**src/design/csm_pkg.sv**
```systemverilog
package csm_pkg;

    localparam int MAX_SIDE    = 256;
    localparam int POS_W       = $clog2(MAX_SIDE);
    localparam int SIDE_W      = POS_W + 1;
    localparam int ADDR_W      = 2 * POS_W;
    localparam int STORE_DEPTH = MAX_SIDE * MAX_SIDE;
    localparam int MIN_SIDE    = 4;

    localparam int CFG_W       = 9;
    localparam int COORD_W     = 16;
    localparam int INDEX_W     = 16;
    localparam int COMP_W      = 8;
    localparam int TEXEL_W     = 16;
    localparam int FRAC_W      = 16;
    localparam int PROD_W      = COORD_W + SIDE_W;

    localparam int RED_W       = 7;
    localparam int GREEN_W     = 8;
    localparam int BLUE_W      = 7;

    localparam int MARGIN_LOW  = 655;
    localparam int MARGIN_HIGH = 64881;
    localparam int HALF_ULP    = 32768;

    localparam int QUEUE_DEPTH = 4;
    localparam int QPTR_W      = $clog2(QUEUE_DEPTH);

    localparam logic [CFG_W-1:0] RESET_SIDE = CFG_W'(256);

    localparam logic CMD_WRITE = 1'b0;
    localparam logic CMD_QUERY = 1'b1;

    localparam logic REG_MAP_WIDTH  = 1'b0;
    localparam logic REG_MAP_HEIGHT = 1'b1;

    typedef enum logic [1:0]
    {
        KIND_WRITE,
        KIND_QUERY,
        KIND_BORDER
    } kind_t;

    typedef struct packed
    {
        kind_t               kind;
        logic [ADDR_W-1:0]   addr0;
        logic [ADDR_W-1:0]   addr1;
        logic [ADDR_W-1:0]   addr2;
        logic [TEXEL_W-1:0]  texel;
    } entry_t;

    function automatic logic [SIDE_W-1:0] effective_size(input logic [CFG_W-1:0] raw);
        logic [SIDE_W-1:0] size;
        if (raw < CFG_W'(MIN_SIDE))
        begin
            size = SIDE_W'(MIN_SIDE);
        end
        else if (raw > CFG_W'(MAX_SIDE))
        begin
            size = SIDE_W'(MAX_SIDE);
        end
        else
        begin
            size = SIDE_W'(raw);
        end
        return size;
    endfunction

    function automatic logic [TEXEL_W-1:0] to_rgb565(input logic [COMP_W-1:0] r,
                                                     input logic [COMP_W-1:0] g,
                                                     input logic [COMP_W-1:0] b);
        return {r[7:3], g[7:2], b[7:3]};
    endfunction

endpackage

```
**src/design/csm_front.sv**
```systemverilog
module csm_front
(
    input  logic                          clk,
    input  logic                          rst_n,
    input  logic                          cfg_we,
    input  logic                          cfg_index,
    input  logic [csm_pkg::CFG_W-1:0]     cfg_data,
    input  logic                          in_valid,
    output logic                          in_stall,
    input  logic                          cmd,
    input  logic [csm_pkg::COORD_W-1:0]   coord_x,
    input  logic [csm_pkg::COORD_W-1:0]   coord_y,
    input  logic [csm_pkg::INDEX_W-1:0]   texel_index,
    input  logic [csm_pkg::COMP_W-1:0]    red_in,
    input  logic [csm_pkg::COMP_W-1:0]    green_in,
    input  logic [csm_pkg::COMP_W-1:0]    blue_in,
    output logic                          push,
    output csm_pkg::entry_t               push_entry,
    input  logic                          queue_full
);
    import csm_pkg::*;

    logic [CFG_W-1:0]   width_reg;
    logic [CFG_W-1:0]   height_reg;

    logic               s1_valid_reg;
    kind_t              s1_kind_reg;
    logic [PROD_W-1:0]  s1_px_reg;
    logic [PROD_W-1:0]  s1_py_reg;
    logic [SIDE_W-1:0]  s1_w_reg;
    logic [SIDE_W-1:0]  s1_h_reg;
    logic [ADDR_W-1:0]  s1_waddr_reg;
    logic [TEXEL_W-1:0] s1_texel_reg;

    logic               s2_valid_reg;
    kind_t              s2_kind_reg;
    logic [POS_W-1:0]   s2_bx_reg;
    logic [POS_W-1:0]   s2_by_reg;
    logic [POS_W-1:0]   s2_rx_reg;
    logic [POS_W-1:0]   s2_ry_reg;
    logic [SIDE_W-1:0]  s2_w_reg;
    logic [ADDR_W-1:0]  s2_waddr_reg;
    logic [TEXEL_W-1:0] s2_texel_reg;

    logic               in_accept;
    logic               write_ok;
    logic               in_margin;
    logic               s1_valid_next;
    kind_t              s1_kind_next;
    logic               s1_load;
    logic               s2_load;
    logic [SIDE_W-1:0]  eff_w;
    logic [SIDE_W-1:0]  eff_h;
    logic [POS_W-1:0]   bx_next;
    logic [POS_W-1:0]   by_next;
    logic [POS_W-1:0]   rx_next;
    logic [POS_W-1:0]   ry_next;
    logic [POS_W+SIDE_W-1:0] row_base;
    logic [POS_W+SIDE_W-1:0] row_round;

    function automatic logic [POS_W-1:0] base_clamp(input logic [PROD_W-1:0] prod,
                                                    input logic [SIDE_W-1:0] size);
        logic [SIDE_W-1:0] fl;
        logic [SIDE_W-1:0] pos;
        fl = prod[PROD_W-1:FRAC_W];
        if (fl < SIDE_W'(1))
        begin
            pos = SIDE_W'(1);
        end
        else if (fl > size - SIDE_W'(2))
        begin
            pos = size - SIDE_W'(2);
        end
        else
        begin
            pos = fl;
        end
        return POS_W'(pos);
    endfunction

    function automatic logic [POS_W-1:0] round_clamp(input logic [PROD_W-1:0] prod,
                                                     input logic [SIDE_W-1:0] size);
        logic [PROD_W:0]   sum;
        logic [SIDE_W:0]   rn;
        logic [SIDE_W:0]   pos;
        sum = {1'b0, prod} + (PROD_W+1)'(HALF_ULP);
        rn  = sum[PROD_W:FRAC_W];
        if (rn > {1'b0, size} - (SIDE_W+1)'(1))
        begin
            pos = {1'b0, size} - (SIDE_W+1)'(1);
        end
        else
        begin
            pos = rn;
        end
        return POS_W'(pos);
    endfunction

    assign eff_w = effective_size(width_reg);
    assign eff_h = effective_size(height_reg);

    assign s2_load   = !s2_valid_reg || !queue_full;
    assign s1_load   = !s1_valid_reg || s2_load;
    assign in_stall  = !s1_load;
    assign in_accept = in_valid && !in_stall;

    assign write_ok  = (32'(texel_index) < STORE_DEPTH);
    assign in_margin = (coord_x <= COORD_W'(MARGIN_LOW)) || (coord_x >= COORD_W'(MARGIN_HIGH))
                    || (coord_y <= COORD_W'(MARGIN_LOW)) || (coord_y >= COORD_W'(MARGIN_HIGH));

    always_comb
    begin
        s1_valid_next = in_accept;
        if (cmd == CMD_WRITE)
        begin
            s1_kind_next = KIND_WRITE;
            if (!write_ok)
            begin
                s1_valid_next = 1'b0;
            end
        end
        else if (in_margin)
        begin
            s1_kind_next = KIND_BORDER;
        end
        else
        begin
            s1_kind_next = KIND_QUERY;
        end
    end

    always_ff @(posedge clk or negedge rst_n)
    begin
        if (!rst_n)
        begin
            width_reg    <= RESET_SIDE;
            height_reg   <= RESET_SIDE;
            s1_valid_reg <= 1'b0;
            s2_valid_reg <= 1'b0;
        end
        else
        begin
            if (cfg_we && cfg_index == REG_MAP_WIDTH)
            begin
                width_reg <= cfg_data;
            end
            if (cfg_we && cfg_index == REG_MAP_HEIGHT)
            begin
                height_reg <= cfg_data;
            end
            if (s1_load)
            begin
                s1_valid_reg <= s1_valid_next;
            end
            if (s2_load)
            begin
                s2_valid_reg <= s1_valid_reg;
            end
        end
    end

    always_ff @(posedge clk)
    begin
        if (in_accept)
        begin
            s1_kind_reg  <= s1_kind_next;
            s1_px_reg    <= PROD_W'(coord_x * eff_w);
            s1_py_reg    <= PROD_W'(coord_y * eff_h);
            s1_w_reg     <= eff_w;
            s1_h_reg     <= eff_h;
            s1_waddr_reg <= ADDR_W'(texel_index);
            s1_texel_reg <= to_rgb565(red_in, green_in, blue_in);
        end
    end

    assign bx_next = base_clamp(s1_px_reg, s1_w_reg);
    assign by_next = base_clamp(s1_py_reg, s1_h_reg);
    assign rx_next = round_clamp(s1_px_reg, s1_w_reg);
    assign ry_next = round_clamp(s1_py_reg, s1_h_reg);

    always_ff @(posedge clk)
    begin
        if (s2_load && s1_valid_reg)
        begin
            s2_kind_reg  <= s1_kind_reg;
            s2_bx_reg    <= bx_next;
            s2_by_reg    <= by_next;
            s2_rx_reg    <= rx_next;
            s2_ry_reg    <= ry_next;
            s2_w_reg     <= s1_w_reg;
            s2_waddr_reg <= s1_waddr_reg;
            s2_texel_reg <= s1_texel_reg;
        end
    end

    assign row_base  = s2_by_reg * s2_w_reg;
    assign row_round = s2_ry_reg * s2_w_reg;

    always_comb
    begin
        push_entry.kind  = s2_kind_reg;
        push_entry.texel = s2_texel_reg;
        push_entry.addr1 = ADDR_W'(row_base + (POS_W+SIDE_W)'(s2_rx_reg));
        push_entry.addr2 = ADDR_W'(row_round + (POS_W+SIDE_W)'(s2_bx_reg));
        if (s2_kind_reg == KIND_WRITE)
        begin
            push_entry.addr0 = s2_waddr_reg;
        end
        else
        begin
            push_entry.addr0 = ADDR_W'(row_base + (POS_W+SIDE_W)'(s2_bx_reg));
        end
    end

    assign push = s2_valid_reg && !queue_full;

endmodule

```
**config.mk**
```make
export PLATFORM = sky130hd
export DESIGN_NAME = csm_front
export DESIGN_NICKNAME = d
export VERILOG_FILES = /design/src/design/csm_pkg.sv /design/src/design/csm_front.sv
export SDC_FILE = /design/constraint.sdc
export NUM_CORES = 1
export LEC_CHECK = 0
export ABC_AREA = 1
export ABC_CLOCK_PERIOD_IN_PS = 7750
export BUFFER_PORTS_ARGS = -buffer_cell sky130_fd_sc_hd__buf_2
export CORE_ASPECT_RATIO = 0.75
export CORE_MARGIN = 10
export CORE_UTILIZATION = 64
export CTS_CLUSTER_DIAMETER = 60
export DETAILED_ROUTE_END_ITERATION = 16
export PLACE_DENSITY = 0.95
export SYNTH_ARGS = -nofsm -noshare
export SYNTH_HDL_FRONTEND = slang
export SYNTH_SLANG_ARGS = --single-unit
```
**constraint.sdc**
```tcl
create_clock -name clk -period 7.75 [get_ports clk]
set_clock_uncertainty 0.1 [all_clocks]
set_input_delay 0.775 -clock clk [delete_from_list [all_inputs] [get_ports clk]]
set_output_delay 0.775 -clock clk [all_outputs]
set_load 0.005 [all_outputs]
```
== After elaboration in Yosys (flattened, before gate mapping) ==
Index checks and enable logic that the tools add are counted.

* Register bits after elaboration: 197
* Input bits: 88
* Output and inout bits: 68
* Word-level logic and storage cells: 72

* $add $sub $neg: 9
* Multiply operators: 4
* Order comparisons: 14
* Multiplexer cells: 10
* Bitwise operators: 1
* Reduce and logical (&&, ||, !) cells: 15

{| class="wikitable"
|+ Operator list
! kind !! number
|-
| $add A25 B16 Y26 const B || 2
|-
| $mul A16 B9 Y25 || 2
|-
| $add A16 B8 Y16 || 3
|-
| $mux W9 || 4
|-
| $ge A16 B16 Y1 const B || 2
|-
| $le A16 B10 Y1 const B || 2
|-
| $mul A8 B9 Y16 || 2
|-
| $mux W8 || 4
|-
| $gt A10 B10 Y1 || 2
|-
| $sub A9 B1 Y10 const B || 2
|-
| $gt A9 B9 Y1 || 2
|-
| $gt A9 B9 Y1 const B || 2
|-
| $lt A9 B1 Y1 const B || 2
|-
| $lt A9 B3 Y1 const B || 2
|-
| $sub A9 B2 Y9 const B || 2
|-
| $mux W16 || 1
|-
| $logic_and A1 B1 Y1 || 5
|-
| $logic_or A1 B1 Y1 || 5
|-
| $logic_not A1 Y1 || 4
|-
| $logic_not A2 Y1 || 1
|-
| $mux W2 || 1
|-
| $not A1 Y1 || 1
|}

== Longest topological paths before layout ==
* Depth in word-level cells: 5
* Mapped depth: 28

== Worst setup path after synthesis ==
Ideal clock, no wire load.

* Path kind: reg2out
* Start: register s2_w_reg[1]
* End: output port push_entry[60] (netlist name)
* Arrival: 4793 ps
* Required time: 6875 ps
* Slack: 2082 ps
* Stages on the path, launching flop included: 22
* Buffers on the path: 2
* Cells stage by stage: edfxtp_1 > clkbuf_1 > clkbuf_1 > nand2_1 > fa_1 > fa_1 > fa_1 > fa_1 > inv_1 > ha_1 > nand2_1 > nand3_2 > xor2_1 > ha_1 > a21oi_1 > o21ai_0 > a21oi_1 > inv_1 > nand3_2 > or2_0 > nand3_1 > nand2_1

{| class="wikitable"
|+ RTL lines
! what !! RTL line !! text
|-
| from (decl) || csm_front.sv:41 || <nowiki>logic [SIDE_W-1:0] s2_w_reg;</nowiki>
|-
| from (signal assigned) || csm_front.sv:190 || <nowiki>s2_w_reg <= s1_w_reg;</nowiki>
|-
| to (decl) || csm_front.sv:18 || <nowiki>output csm_pkg::entry_t push_entry,</nowiki>
|}

==> results.toml <==
[synthesis]
syn_inst = 2754
ys_types = 55
ys_async_sr_fraction_pct = 12.0
yosys_most_used_dff = "edfxtp_1"
synth_nets = 3345
ys_seq_area_share_pct = 21.8
syn_avg_cell_area_um2 = 8.18
netlist_area_um2 = 22500
ys_top_cells_by_area = "fa_1 (26%), edfxtp_1 (20%), ha_1 (12%)"
ys_seq_elements = 167
synth_warnings = 0
synth_top_cell_area_share_pct = 25.6
synth-edff-count = 147
yosys.area.top_type = "fa_1"

[global_route]
grt_use_total_pct = 26.4
grt_pass1_vias = 19500
antenna_found_initial = 0
grt_max_degree = 76
overflow = 0
grt_pass1_wl_um = 94600

[timing]
fin_crit_sh_pct = 88.3
timing.fmax_ghz = 0.146
holdWs_ps = 177
drv_slew = 0
period_minus_slack_ps = 6840
rsz0062_at_grt = "no"
setup_tns_ps = 0
hold_viol_final = 0
maxSlewHeadroom_pct = 30.3
setup_viol = 0
tightest_slew_ps = 1050

[floorplanning]
die-width_um = 237
design.core.area_um2 = 34700
fp.dieH_um = 182
start_util_pct = 64.9
die_area_um2 = 43200
num_io_pins = 156
rows = 59

[cells_and_area]
diodes = 0
layout.cells.non_filler = 3327
drive_gt1_share_pct = 8.01
area_growth_pct = 7.45
nets = 3448
final_cell_mix = "inv_1 (654), nand2_1 (612), fa_1 (288), nor2_1 (236), ha_1 (215)"
final_common_cell = "inv_1"

[worst_setup_path]
cp-endpoint = "push_entry[60]"
crit_required_ps = 6880
r2r_slack_ps = 1700
r2r_end = "s1_py_reg[22]"
arrival_ps = 5970
crit_fanout = 16
worstSetupPathType = "flip-flop to primary output"
timing.rr.start = "height_reg[5]"
critPathLaunch = "s2_w_reg[2]"
start_kind = "flip-flop"
worst-r2r-cell-count = 21
endpoint_kind = "primary output"

[route]
drt_iter0_markers = 2103
avgRoutedWirePerCell_um = 17.2
routed_wl_um = 57200
drtPass1Iterations = 8
vias_per_cell = 5.70
antenna_left = 0
vias = 19000
drc = 0

[clocking]
cts.reportedPaths.clkPinSlew_ps = 80
cts_hold_buf = 0
cts_tree = "done"
post_cts_buffers = 0
clock_path_buffers = 2
insertion_delay_ps = 440
cts-root-buf = "clkbuf_16"
cts_buffers = 17
ctsResizeCount = 0
h-tree-depth = 4
clkSinkCount = 167

[run_status]
status = "complete, no violations"

[place]
placed_cells_incl_taps = 3295
port_buffers = 147
dp_hpwl_um = 45700
routabilityCongestion = 0.962

[run]
maxCapViolCount = 0

[worst_hold_path]
hold_path_class = "primary input to asynchronous set/reset pin"
per-stage QoR:
step	worst slack (ps)	utilization, %	area (um2)
after global routing	661	69.8	24200
after global placement	1650	68.0	23600
final	908	69.8	24200
after CTS	969	69.8	24200
after floorplan	2080	-	22500
after detailed placement	1500	68.0	23600
layout make-up:
type / count / area (um2)
clock inverters: 15 / 180
flip-flops and latches: 167 / 4920
repair buffers: 152 / 773
well taps: 457 / 572
inverters: 663 / 2490
clock buffers: 17 / 425
multi-input cells: 1856 / 14800
fillers: 2490 / 10500
worst min-delay path by stage:
| stage | slack [ps] | endpoint | startpoint | cells after the start |
|---|---|---|---|---|
| 2_1_floorplan | 300 | s2_kind_reg[0] | s1_kind_reg[0] | 0 |
| 3_3_place_gp | 300 | s2_texel_reg[12] | s1_texel_reg[12] | 0 |
| 3_5_place_dp | 300 | s2_texel_reg[1] | s1_texel_reg[1] | 0 |
| 4_1_cts | 180 | width_reg[6] | rst_n | 1 |
| 5_1_grt | 200 | height_reg[6] | rst_n | 1 |
| 6_report | 180 | height_reg[5] | rst_n | 1 |
cells in the mapped netlist, types with 5 or more instances:
master,count
inv_1,655
nand2_1,612
fa_1,288
nor2_1,237
ha_1,215
edfxtp_1,147
a21oi_1,99
o21ai_0,93
nand3_1,73
xor2_1,69
clkbuf_1,49
nand4_1,32
nor3_1,20
xnor2_1,20
dfrtp_1,18
nand2_2,9
nor4_1,9
o21a_1,9
buf_2,8
o21bai_1,8
inv_2,7
buf_1,6
a21o_1,5
a31oi_1,5
nand3_2,5
critical path: stages, from the launching register on:
cell      delay, ps
edfxtp_1        810
nand2_1         160
fa_1            470
fa_1            570
fa_1            440
fa_1            550
inv_1            50
ha_1            360
nand2_1         130
nand3_2         120
xor2_1          330
ha_1            360
a21oi_1         170
o21ai_0          90
a21oi_1         300
inv_1           130
nand3_2         100
or2_0           110
nand3_1          70
nand2_1          80
buf_2           110
routing by layer:
layer / share of wire, % / up-vias / global-route usage, %
li1: - / 8625 / -
met1: 39 / 9144 / 33.1
met2: 49 / 1062 / 45.6
met3: 9.2 / 139 / 4.44
met4: 3.0 / 0 / 8.57
met5: 0 / - / 0
kinds of logic after synthesis:
logic type,count (synthesis),share of synthesized area [%]
buffers and inverters,731,12.3
XOR/XNOR,89,3.46
flip-flops,167,21.8
adder cells (fa/ha/maj),503,37.5
AO/OA/AOI/OAI,243,6.04
AND/OR/NAND/NOR,1021,18.8
Power is not shown: default switching activity piles up to over one toggle a cycle in this logic, so the estimate is an artifact.
