### config.mk
export PLATFORM = sky130hd
export DESIGN_NAME = csm_queue
export DESIGN_NICKNAME = d
export VERILOG_FILES = /design/src/design/csm_pkg.sv /design/src/design/csm_queue.sv
export SDC_FILE = /design/constraint.sdc
export NUM_CORES = 1
export LEC_CHECK = 0
export CORE_ASPECT_RATIO = 0.75
export CORE_MARGIN = 2
export CORE_UTILIZATION = 45
export CTS_BUF_LIST = sky130_fd_sc_hd__clkbuf_4
export DETAILED_ROUTE_END_ITERATION = 12
export DONT_BUFFER_PORTS = 1
export PLACE_DENSITY = 0.69
export SLEW_MARGIN = 30
export SYNTH_ARGS = -nofsm -noshare
export SYNTH_HDL_FRONTEND = slang
export SYNTH_SLANG_ARGS = --single-unit
### constraint.sdc
create_clock -name clk -period 4.2 [get_ports clk]
set_input_delay 1.26 -clock clk [delete_from_list [all_inputs] [get_ports clk]]
set_output_delay 1.26 -clock clk [all_outputs]
set_load 0.01 [all_outputs]
### src/design/csm_pkg.sv
package csm_pkg;

    localparam int MAX_SIDE    = 256;
    localparam int POS_W       = $clog2(MAX_SIDE);
    localparam int SIDE_W      = POS_W + 1;
    localparam int ADDR_W      = 2 * POS_W;
    localparam int STORE_DEPTH = MAX_SIDE * MAX_SIDE;
    localparam int MIN_SIDE    = 4;

    localparam int CFG_W       = 9;
    localparam int COORD_W     = 16;
    localparam int INDEX_W     = 16;
    localparam int COMP_W      = 8;
    localparam int TEXEL_W     = 16;
    localparam int FRAC_W      = 16;
    localparam int PROD_W      = COORD_W + SIDE_W;

    localparam int RED_W       = 7;
    localparam int GREEN_W     = 8;
    localparam int BLUE_W      = 7;

    localparam int MARGIN_LOW  = 655;
    localparam int MARGIN_HIGH = 64881;
    localparam int HALF_ULP    = 32768;

    localparam int QUEUE_DEPTH = 4;
    localparam int QPTR_W      = $clog2(QUEUE_DEPTH);

    localparam logic [CFG_W-1:0] RESET_SIDE = CFG_W'(256);

    localparam logic CMD_WRITE = 1'b0;
    localparam logic CMD_QUERY = 1'b1;

    localparam logic REG_MAP_WIDTH  = 1'b0;
    localparam logic REG_MAP_HEIGHT = 1'b1;

    typedef enum logic [1:0]
    {
        KIND_WRITE,
        KIND_QUERY,
        KIND_BORDER
    } kind_t;

    typedef struct packed
    {
        kind_t               kind;
        logic [ADDR_W-1:0]   addr0;
        logic [ADDR_W-1:0]   addr1;
        logic [ADDR_W-1:0]   addr2;
        logic [TEXEL_W-1:0]  texel;
    } entry_t;

    function automatic logic [SIDE_W-1:0] effective_size(input logic [CFG_W-1:0] raw);
        logic [SIDE_W-1:0] size;
        if (raw < CFG_W'(MIN_SIDE))
        begin
            size = SIDE_W'(MIN_SIDE);
        end
        else if (raw > CFG_W'(MAX_SIDE))
        begin
            size = SIDE_W'(MAX_SIDE);
        end
        else
        begin
            size = SIDE_W'(raw);
        end
        return size;
    endfunction

    function automatic logic [TEXEL_W-1:0] to_rgb565(input logic [COMP_W-1:0] r,
                                                     input logic [COMP_W-1:0] g,
                                                     input logic [COMP_W-1:0] b);
        return {r[7:3], g[7:2], b[7:3]};
    endfunction

endpackage

### src/design/csm_queue.sv
module csm_queue
(
    input  logic              clk,
    input  logic              rst_n,
    input  logic              push,
    input  csm_pkg::entry_t   push_entry,
    output logic              full,
    input  logic              pop,
    output logic              head_valid,
    output csm_pkg::entry_t   head
);
    import csm_pkg::*;

    entry_t              slot_reg [QUEUE_DEPTH];
    logic [QPTR_W-1:0]   wptr_reg;
    logic [QPTR_W-1:0]   rptr_reg;
    logic [QPTR_W:0]     count_reg;
    logic [QPTR_W:0]     count_next;

    assign full       = (count_reg == (QPTR_W+1)'(QUEUE_DEPTH));
    assign head_valid = (count_reg != '0);
    assign head       = slot_reg[rptr_reg];

    always_comb
    begin
        count_next = count_reg;
        if (push && !pop)
        begin
            count_next = count_reg + (QPTR_W+1)'(1);
        end
        else if (pop && !push)
        begin
            count_next = count_reg - (QPTR_W+1)'(1);
        end
    end

    always_ff @(posedge clk or negedge rst_n)
    begin
        if (!rst_n)
        begin
            wptr_reg  <= '0;
            rptr_reg  <= '0;
            count_reg <= '0;
        end
        else
        begin
            if (push)
            begin
                wptr_reg <= wptr_reg + QPTR_W'(1);
            end
            if (pop)
            begin
                rptr_reg <= rptr_reg + QPTR_W'(1);
            end
            count_reg <= count_next;
        end
    end

    always_ff @(posedge clk)
    begin
        if (push)
        begin
            slot_reg[wptr_reg] <= push_entry;
        end
    end

endmodule

After elaboration in Yosys (flattened, before gate mapping):

Memories as Yosys holds them, arrays and structs flattened.
Index checks and enable logic that the tools add are counted.

* bits in registers: 7
* RAM bits: 264
* bits of input ports: 70
* output and inout bits: 68
* word-level logic and storage cells: 19
* memories kept: 1

Memory list
* slot_reg: words 4, bits a word 66, read ports 1, clocked after Yosys merged registers in 0, write ports 1, line csm_queue.sv:14 `entry_t slot_reg [QUEUE_DEPTH];`

* add/sub/neg operators: 4
* equality and inequality tests: 1
* mux-type cells: 4
* reductions and logical operators: 6

Operators by type and width (number)
* 2-to-1 mux 3 bit: 2
* adder 2 x 1 -> 2 bit, second input constant: 2
* adder 3 x 1 -> 3 bit, second input constant: 1
* equality test 3 bit, second input constant: 1
* nonzero test 3 bit: 1
* subtractor 3 x 1 -> 3 bit, second input constant: 1
* logical AND 1 bit: 2
* zero test 1 bit: 2
* 2-to-1 mux 1 bit: 2
* nonzero test 2 bit: 1

Longest topological paths before layout:

Gate-level depths: netlist of the first run.

* depth in word-level cells: 4
* gate-level depth with buffers: 7

Worst setup path after synthesis of the first run:

No wires, ideal clock.

* path kind: in2reg
* start point: input push
* end point: memory slot_reg[1][0] (netlist bit), enable pin
* setup time: 0.431 ns
* arrival time: 2.811 ns
* required time: 3.769 ns
* path slack: 0.958 ns
* stages: 1
* cells stage by stage: and2_1

* cells in the longest elaborated chain, start to end: 2

RTL lines
* from (decl): line csm_queue.sv:5 `input logic push,`
* 2-to-1 mux 1 bit: line csm_queue.sv:61 `if (push)`
* 2-to-1 mux 1 bit (implied by the code): line csm_queue.sv:63 `slot_reg[wptr_reg] <= push_entry;`
* to (decl): line csm_queue.sv:14

No other way between the ends.

==> results of run 1 <==
## final timing paths
path                       slack, ps         start              end  cells after the start
min                              330         rst_n      rptr_reg[0]                      0
max                              590   rptr_reg[0]         head[32]                      2
max reg2reg                     2380   wptr_reg[0]  slot_reg[0][21]                      4
min in group clk                 480  count_reg[2]     count_reg[2]                      1
max in group asynchronous       3800         rst_n      rptr_reg[1]                      0
min reg2reg                      480  count_reg[2]     count_reg[2]                      1
## report_power, final
| group | total [W] | internal, W | switching, W |
|---|---|---|---|
| combinational | 0.00183 | 0.000811 | 0.00102 |
| sequential | 0.00379 | 0.00354 | 0.000243 |
| clock | 0.00219 | 0.00125 | 0.000938 |
## kinds of logic (layout without fill, tap and decap cells)
group	after synthesis	after routing	share of synthesized area
mux	67	67	0.151
fa+ha+maj	6	6	0.00831
buf+inv	19	120	0.0149
xor+xnor	6	6	0.00529
flops	271	271	0.815
simple gates	9	9	0.00504
compound gates	1	1	0.000503
## layout make-up
cell class | count | area share
Sequential cell | 271 | 0.726
Multi-Input combinational cell | 89 | 0.152
Clock buffer | 99 | 0.0665
Tap cell | 294 | 0.0329
Timing Repair Buffer | 7 | 0.0114
Clock inverter | 10 | 0.0104
Inverter | 4 | 0.00134
## critical path, cell delays in order (launching register included)
cell	delay [ps]
dfrtp_4	650
buf_4	440
mux4_2	610
## metrics by stage
| step | utilization | cell area [um2] |
|---|---|---|
| global placement | 0.467 | 10200 |
| detailed placement | 0.469 | 10300 |
| floorplan | - | 9940 |
| CTS | 0.508 | 11100 |
| global route | 0.511 | 11200 |
| finish | 0.511 | 11200 |
## metal layers
metal / vias up / wire length, um
li1: 1776 / -
met1: 2100 / 6560
met2: 159 / 8060
met3: 26 / 2020
met4: 0 / 294
met5: - / 0
## synthesized netlist by cell type
cell	instances	area (um2)
buf_4	4	30.0
buf_6	1	11.3
buf_2	4	20.0
mux4_2	66	1490
nand2_1	2	7.51
mux2_2	1	11.3
and2_1	4	25.0
nor3b_1	1	7.51
edfxtp_1	264	7930
inv_1	4	15.0
dfrtp_1	7	175
nor2_1	1	3.75
buf_1	3	11.3
buf_12	3	60.1
o21ai_0	1	5.00
ha_1	5	62.6
xor2_1	4	35.0
or3_1	1	6.26
fa_1	1	20.0
xnor2_1	2	17.5
==> results_dict.tcl, run 1 <==
set metrics [dict create \
    outcome "completed" \
    fin_nets 517 \
    finalMaxSlewViolations 0 \
    seq_area_frac_synth 0.815 \
    layout-drive-gt1-share 0.383 \
    drt_wl_total_um 16900 \
    grt.busiest_layer "met2" \
    fin_tns_setup_ps 0 \
    maxCapViolCount 0 \
    p_leak_nw 3.61 \
    n_fill_cell 1718 \
    via_per_inst 5.25 \
    clk_pin_slew_worst_paths_ps 60 \
    end_kind "output port" \
    rsz0062_at_grt "no" \
    place_ws_ps 1180 \
    syn_nets 455 \
    numPortBuffers 0 \
    hold_buffers 0 \
    cts_tree "yes" \
    cts.repair.resized 0 \
    powerDensity_mw_per_mm2 698 \
    grt_use_met1 0.174 \
    yosysUniqueCellTypes 20 \
    power_w 0.00780 \
    final_cell_mix "edfxtp_1 (264), clkbuf_4 (99), mux4_2 (66), buf_12 (6)" \
    insertion_delay_ps 610 \
    min_path_type "input port to async pin" \
    htree_levels 3 \
    ys_seq_elements 271 \
    cts_made_buffers 68 \
    final.setup.worst_slack_ps 592 \
    hold-worst-slack_ps 328 \
    core_mm2 0.0219 \
    worst_pin_slew_ps 576 \
    final-setup-viol-count 0 \
    seq_area_mm2 0.00811 \
    final_common_cell "edfxtp_1" \
    start_util 0.454 \
    largest_reg_flops 264 \
    ctsLongestPathBuffers 3 \
    die_width_um 176 \
    worstPathArrival_ps 2350 \
    cp.required_ps 2940 \
    cts_sinks 271 \
    post-route-min-period_ps 3610 \
    dp.cells 662 \
    first_global_vias 4626 \
    gp_congestion 0.673 \
    antenna_found_initial 0 \
    period_share 0.859 \
    syn_area_mm2 0.00994 \
    path_max_fanout 20 \
    area_growth_pct 12.5 \
    multi_input_area_mm2 0.00170 \
    grt_pass1_wl_um 26000 \
    peakVddDrop_uv 477 \
    num_io_pins 138 \
    grt_usage 0.150 \
    met2_usage 0.227 \
    drt-pass1-iter-count 4 \
    vias 4061 \
    root_buffer "clkbuf_4" \
    max-slew-margin-rel 0.616 \
    fin_skew_ps 32.0 \
    cp-start-kind "register" \
    hold_viol 0 \
    instances_no_fill 774 \
    critical_path_class "register to output port" \
    num_rows 47 \
    die_y_um 133 \
    dp_hpwl_um 9740 \
    fmax_mhz 277 \
    syn_inst 379 \
    synth_warnings 0 \
    grt.overflow.total 0 \
    diodes 0 \
    drt_iter0_markers 273 \
    grt_use_met3 0.0888 \
    postCtsSetupBuffers 0 \
    syn_area_per_cell_um2 26.2 \
    grt_max_degree 68 \
    drc 0 \
    ant_nets 0 \
    avgRoutedWirePerCell_um 21.9 \
    dieArea_mm2 0.0233 \
]
No activity file was read; power rests on OpenSTA's default activity.
==> run 2, diff against run 1 <==
Settings changed: BUFFER_PORTS_ARGS set to -buffer_cell sky130_fd_sc_hd__buf_2, DONT_BUFFER_PORTS 1 to not set, PLACE_DENSITY 0.69 to 0.74.
==> results_dict.tcl, run 2 (same netlist as run 1, synthesis figures left out) <==
set metrics [dict create \
    outcome "completed" \
    cp.required_ps 2940 \
    path_max_fanout 26 \
    worstPathArrival_ps 2360 \
    cts_made_buffers 67 \
    final_cell_mix "edfxtp_1 (264), buf_2 (137), clkbuf_4 (94), mux4_2 (66), clkinv_1 (13)" \
    drt_iter0_markers 343 \
    drt-pass1-iter-count 4 \
    start_util 0.454 \
    die_y_um 133 \
    drc 0 \
    num_io_pins 138 \
    avgRoutedWirePerCell_um 19.5 \
    via_per_inst 5.10 \
    hold_buffers 0 \
    final-setup-viol-count 0 \
    grt_usage 0.160 \
    ant_nets 0 \
    cp-start-kind "register" \
    final_util 0.543 \
    maxCapViolCount 0 \
    rsz0062_at_grt "no" \
    final_common_cell "edfxtp_1" \
    critPathTopFamily "buffers and inverters" \
    fmax_mhz 276 \
    first_global_vias 5202 \
    diodes 0 \
    crit_slowest_cell "mux4_2" \
    gp_congestion 0.656 \
    end_kind "output port" \
    slowest_delay_ps 580 \
    max-slew-margin-rel 0.633 \
    dp_hpwl_um 10500 \
    cts.repair.resized 0 \
    drt_wl_total_um 17800 \
    hold_viol 0 \
    worst_pin_slew_ps 551 \
    fin_tns_setup_ps 0 \
    post-route-min-period_ps 3620 \
    fin_skew_ps 30.8 \
    cp_cell_sequence "buf_4 > mux4_2 > buf_2" \
    vias 4662 \
    clk_pin_slew_worst_paths_ps 70 \
    largest_reg_flops 264 \
    root_buffer "clkbuf_4" \
    area_growth_pct 19.4 \
    htree_levels 3 \
    ctsLongestPathBuffers 3 \
    finalMaxSlewViolations 0 \
    cts_tree "yes" \
    grt_pass1_wl_um 28100 \
    critical_path_class "register to output port" \
    die_width_um 176 \
    min_path_type "input port to async pin" \
    postCtsSetupBuffers 0 \
    dpl_cell_area_mm2 0.0110 \
    cts_sinks 271 \
    grt.overflow.total 0 \
    period_share 0.863 \
    insertion_delay_ps 620 \
    num_rows 47 \
    layout-drive-gt1-share 0.510 \
    dieArea_mm2 0.0233 \
    powerDensity_mw_per_mm2 691 \
    core_mm2 0.0219 \
    fin_nets 653 \
    numPortBuffers 137 \
    finalInstanceArea_mm2 0.0119 \
    p_leak_nw 4.15 \
    peakVddDrop_uv 475 \
    antenna_found_initial 2 \
    grt_max_degree 68 \
    critical_path_buf_inv_count 2 \
]
## run 2: metal layers
metal / global-route usage / share of wire / up-vias
li1: - / - / 2061
met1: 0.211 / 0.43 / 2407
met2: 0.247 / 0.48 / 159
met3: 0.0592 / 0.075 / 31
met4: 0.0569 / 0.017 / 4
met5: 0 / 0.0013 / -
## run 2: path summary, 6_finish.rpt
path                              startpoint         endpoint  slack (ps)  cells after the start
worst min register to register  count_reg[2]     count_reg[2]         510                      1
max in group asynchronous              rst_n      rptr_reg[1]        3540                      1
worst min-delay path                   rst_n     count_reg[1]         470                      1
worst max-delay path             rptr_reg[0]         head[27]         580                      3
worst max register to register   wptr_reg[0]  slot_reg[0][32]        2350                      4
min in group clk                count_reg[2]     count_reg[2]         510                      1
## run 2: layout make-up
type | count | area, um2
sequential | 271 | 8110
tap | 294 | 368
clock inverter | 19 | 151
timing repair buffer | 144 | 821
multi-input combinational | 89 | 1700
clock buffer | 94 | 706
inverter | 4 | 15.0
fill | 1707 | 10000
## run 2: metrics by stage
step	setup slack [ps]	hold WS (ps)	instances	power (W)
CTS	470	406	914	0.00834
global route	368	411	915	0.00864
finish	577	468	915	0.00820
global placement	1200	467	797	0.00601
floorplan	958	449	379	0.00531
detailed placement	1180	493	801	0.00612
## run 2: worst reg2reg max path, delay by kind of cell, from the launching register on
family        cells  cell delay (ps)
fa+ha+maj         1              150
buf+inv           2              420
flops             1              430
simple gates      1              480
## run 2: power breakdown
part	switching (W)	leakage, nW	internal (W)
Clock	0.000960	0.508	0.00121
Combinational	0.00119	1.14	0.00110
Sequential	0.000197	2.51	0.00354
==> run 3, diff against run 2 <==
Settings changed: BUFFER_PORTS_ARGS -buffer_cell sky130_fd_sc_hd__buf_2 to not set, CORE_ASPECT_RATIO 0.75 to 1.1, DONT_BUFFER_PORTS set to 1, PLACE_DENSITY 0.74 to 0.69.
==> results_dict.tcl, run 3 (same netlist as run 1, synthesis figures left out) <==
set metrics [dict create \
    area_growth_pct 13.6 \
    critical_path_buf_inv_count 1 \
    r2r_setup_slack_ps 2410 \
    final_cell_mix "edfxtp_1 (264), clkbuf_4 (100), mux4_2 (66), clkinv_1 (13)" \
    ctsLongestPathBuffers 3 \
    cts_sinks 271 \
    dp_hpwl_um 9920 \
    hold_buffers 0 \
    ant_nets 0 \
    fmax_mhz 273 \
    drt_iter0_markers 169 \
    grt_usage 0.151 \
    n_fill_cell 1703 \
    cts.repair.resized 0 \
    drt-pass1-iter-count 4 \
    core_mm2 0.0219 \
    rsz0062_at_grt "no" \
    r2r-start "wptr_reg[1]" \
    post-route-min-period_ps 3660 \
    multi_input_area_mm2 0.00170 \
    min_path_type "input port to async pin" \
    grt.overflow.total 0 \
    root_buffer "clkbuf_4" \
    slowest_delay_ps 760 \
    dieArea_mm2 0.0233 \
    clk_pin_slew_worst_paths_ps 60 \
    r2r_cells 4 \
    grt_use_met3 0.0823 \
    fin_nets 517 \
    grt_max_degree 68 \
    cp_cell_sequence "buf_4 > mux4_2" \
    final-setup-viol-count 0 \
    met2_usage 0.246 \
    dpl_cell_area_mm2 0.0103 \
    largest_reg_flops 264 \
    path_max_fanout 24 \
    seq_area_mm2 0.00811 \
    outcome "completed" \
    critical_path_class "register to output port" \
    p_leak_nw 3.66 \
    numPortBuffers 0 \
    start_util 0.454 \
    rr_endpoint "slot_reg[0][25]" \
    gp_congestion 0.710 \
    cts_made_buffers 67 \
    grt.busiest_layer "met2" \
    insertion_delay_ps 620 \
    fin_tns_setup_ps 0 \
    cp-start-kind "register" \
    vias 4149 \
    cp.required_ps 2940 \
    maxCapViolCount 0 \
    first_global_vias 4739 \
    finalInstanceArea_mm2 0.0113 \
    worstPathArrival_ps 2400 \
    max-slew-margin-rel 0.657 \
    postCtsSetupBuffers 0 \
    drt_wl_total_um 16900 \
    end_kind "output port" \
    avgRoutedWirePerCell_um 21.5 \
    die_y_um 160 \
    drc 0 \
    crit_slowest_cell "dfrtp_4" \
    layout-drive-gt1-share 0.380 \
    grt_pass1_wl_um 26400 \
    grt_use_met1 0.165 \
    finalMaxSlewViolations 0 \
    fin_skew_ps 18.2 \
    die_width_um 146 \
    final_common_cell "edfxtp_1" \
    via_per_inst 5.28 \
    num_io_pins 138 \
    worst_pin_slew_ps 515 \
    powerDensity_mw_per_mm2 700 \
    peakVddDrop_uv 514 \
    period_share 0.871 \
    power_w 0.00791 \
    critPathTopFamily "flip-flops" \
    cts_tree "yes" \
    htree_levels 3 \
    hold_viol 0 \
    antenna_found_initial 1 \
    num_rows 57 \
]
-- run 3: cell count changes in the layout (fill, tap and decap cells not counted) --
| cell | delta |
|---|---|
| clkbuf_4 | +6 |
| inv_2 | -2 |
| bufinv_16 | +1 |
| buf_2 | -137 |
| buf_16 | +2 |
| buf_12 | -1 |
| diode_2 | +1 |
-- run 3: where the power goes --
group | leakage (nW) | switching (W) | internal, W
clock | 0.541 | 0.000953 | 0.00133
combinational | 0.613 | 0.000998 | 0.000832
sequential | 2.51 | 0.000246 | 0.00354
total | 3.66 | 0.00220 | 0.00571
-- run 3: how the worst max path moves through the flow --
stage,from,endpoint,cells past startpoint
floorplan,push,slot_reg[1][0],1
global placement,rptr_reg[0],head[14],2
detailed placement,rptr_reg[0],head[22],2
CTS,rptr_reg[0],head[22],2
global route,rptr_reg[0],head[63],2
finish,rptr_reg[0],head[22],2
-- run 3: per-stage QoR --
step	instances	hold WS [ps]	setup WS [ps]	util
2_1_floorplan	379	449	958	-
3_3_place_gp	661	467	1160	0.467
3_5_place_dp	666	480	1110	0.472
4_1_cts	784	262	407	0.514
5_1_grt	786	248	308	0.516
6_report	786	338	543	0.516
-- run 3: cell type report --
| cell class | instances | area share |
|---|---|---|
| Inverter | 4 | 0.00133 |
| Sequential cell | 271 | 0.718 |
| Clock buffer | 100 | 0.0665 |
| Tap cell | 295 | 0.0327 |
| Antenna cell | 1 | 0.000222 |
| Timing Repair Buffer | 8 | 0.0151 |
| Multi-Input combinational cell | 89 | 0.150 |
| Clock inverter | 18 | 0.0154 |
-- run 3: per-layer routing --
| layer | vias up | routed length [um] |
|---|---|---|
| met2 | 159 | 8580 |
| met3 | 29 | 1770 |
| met5 | - | 0 |
| met1 | 2158 | 6220 |
| met4 | 0 | 308 |
| li1 | 1803 | - |
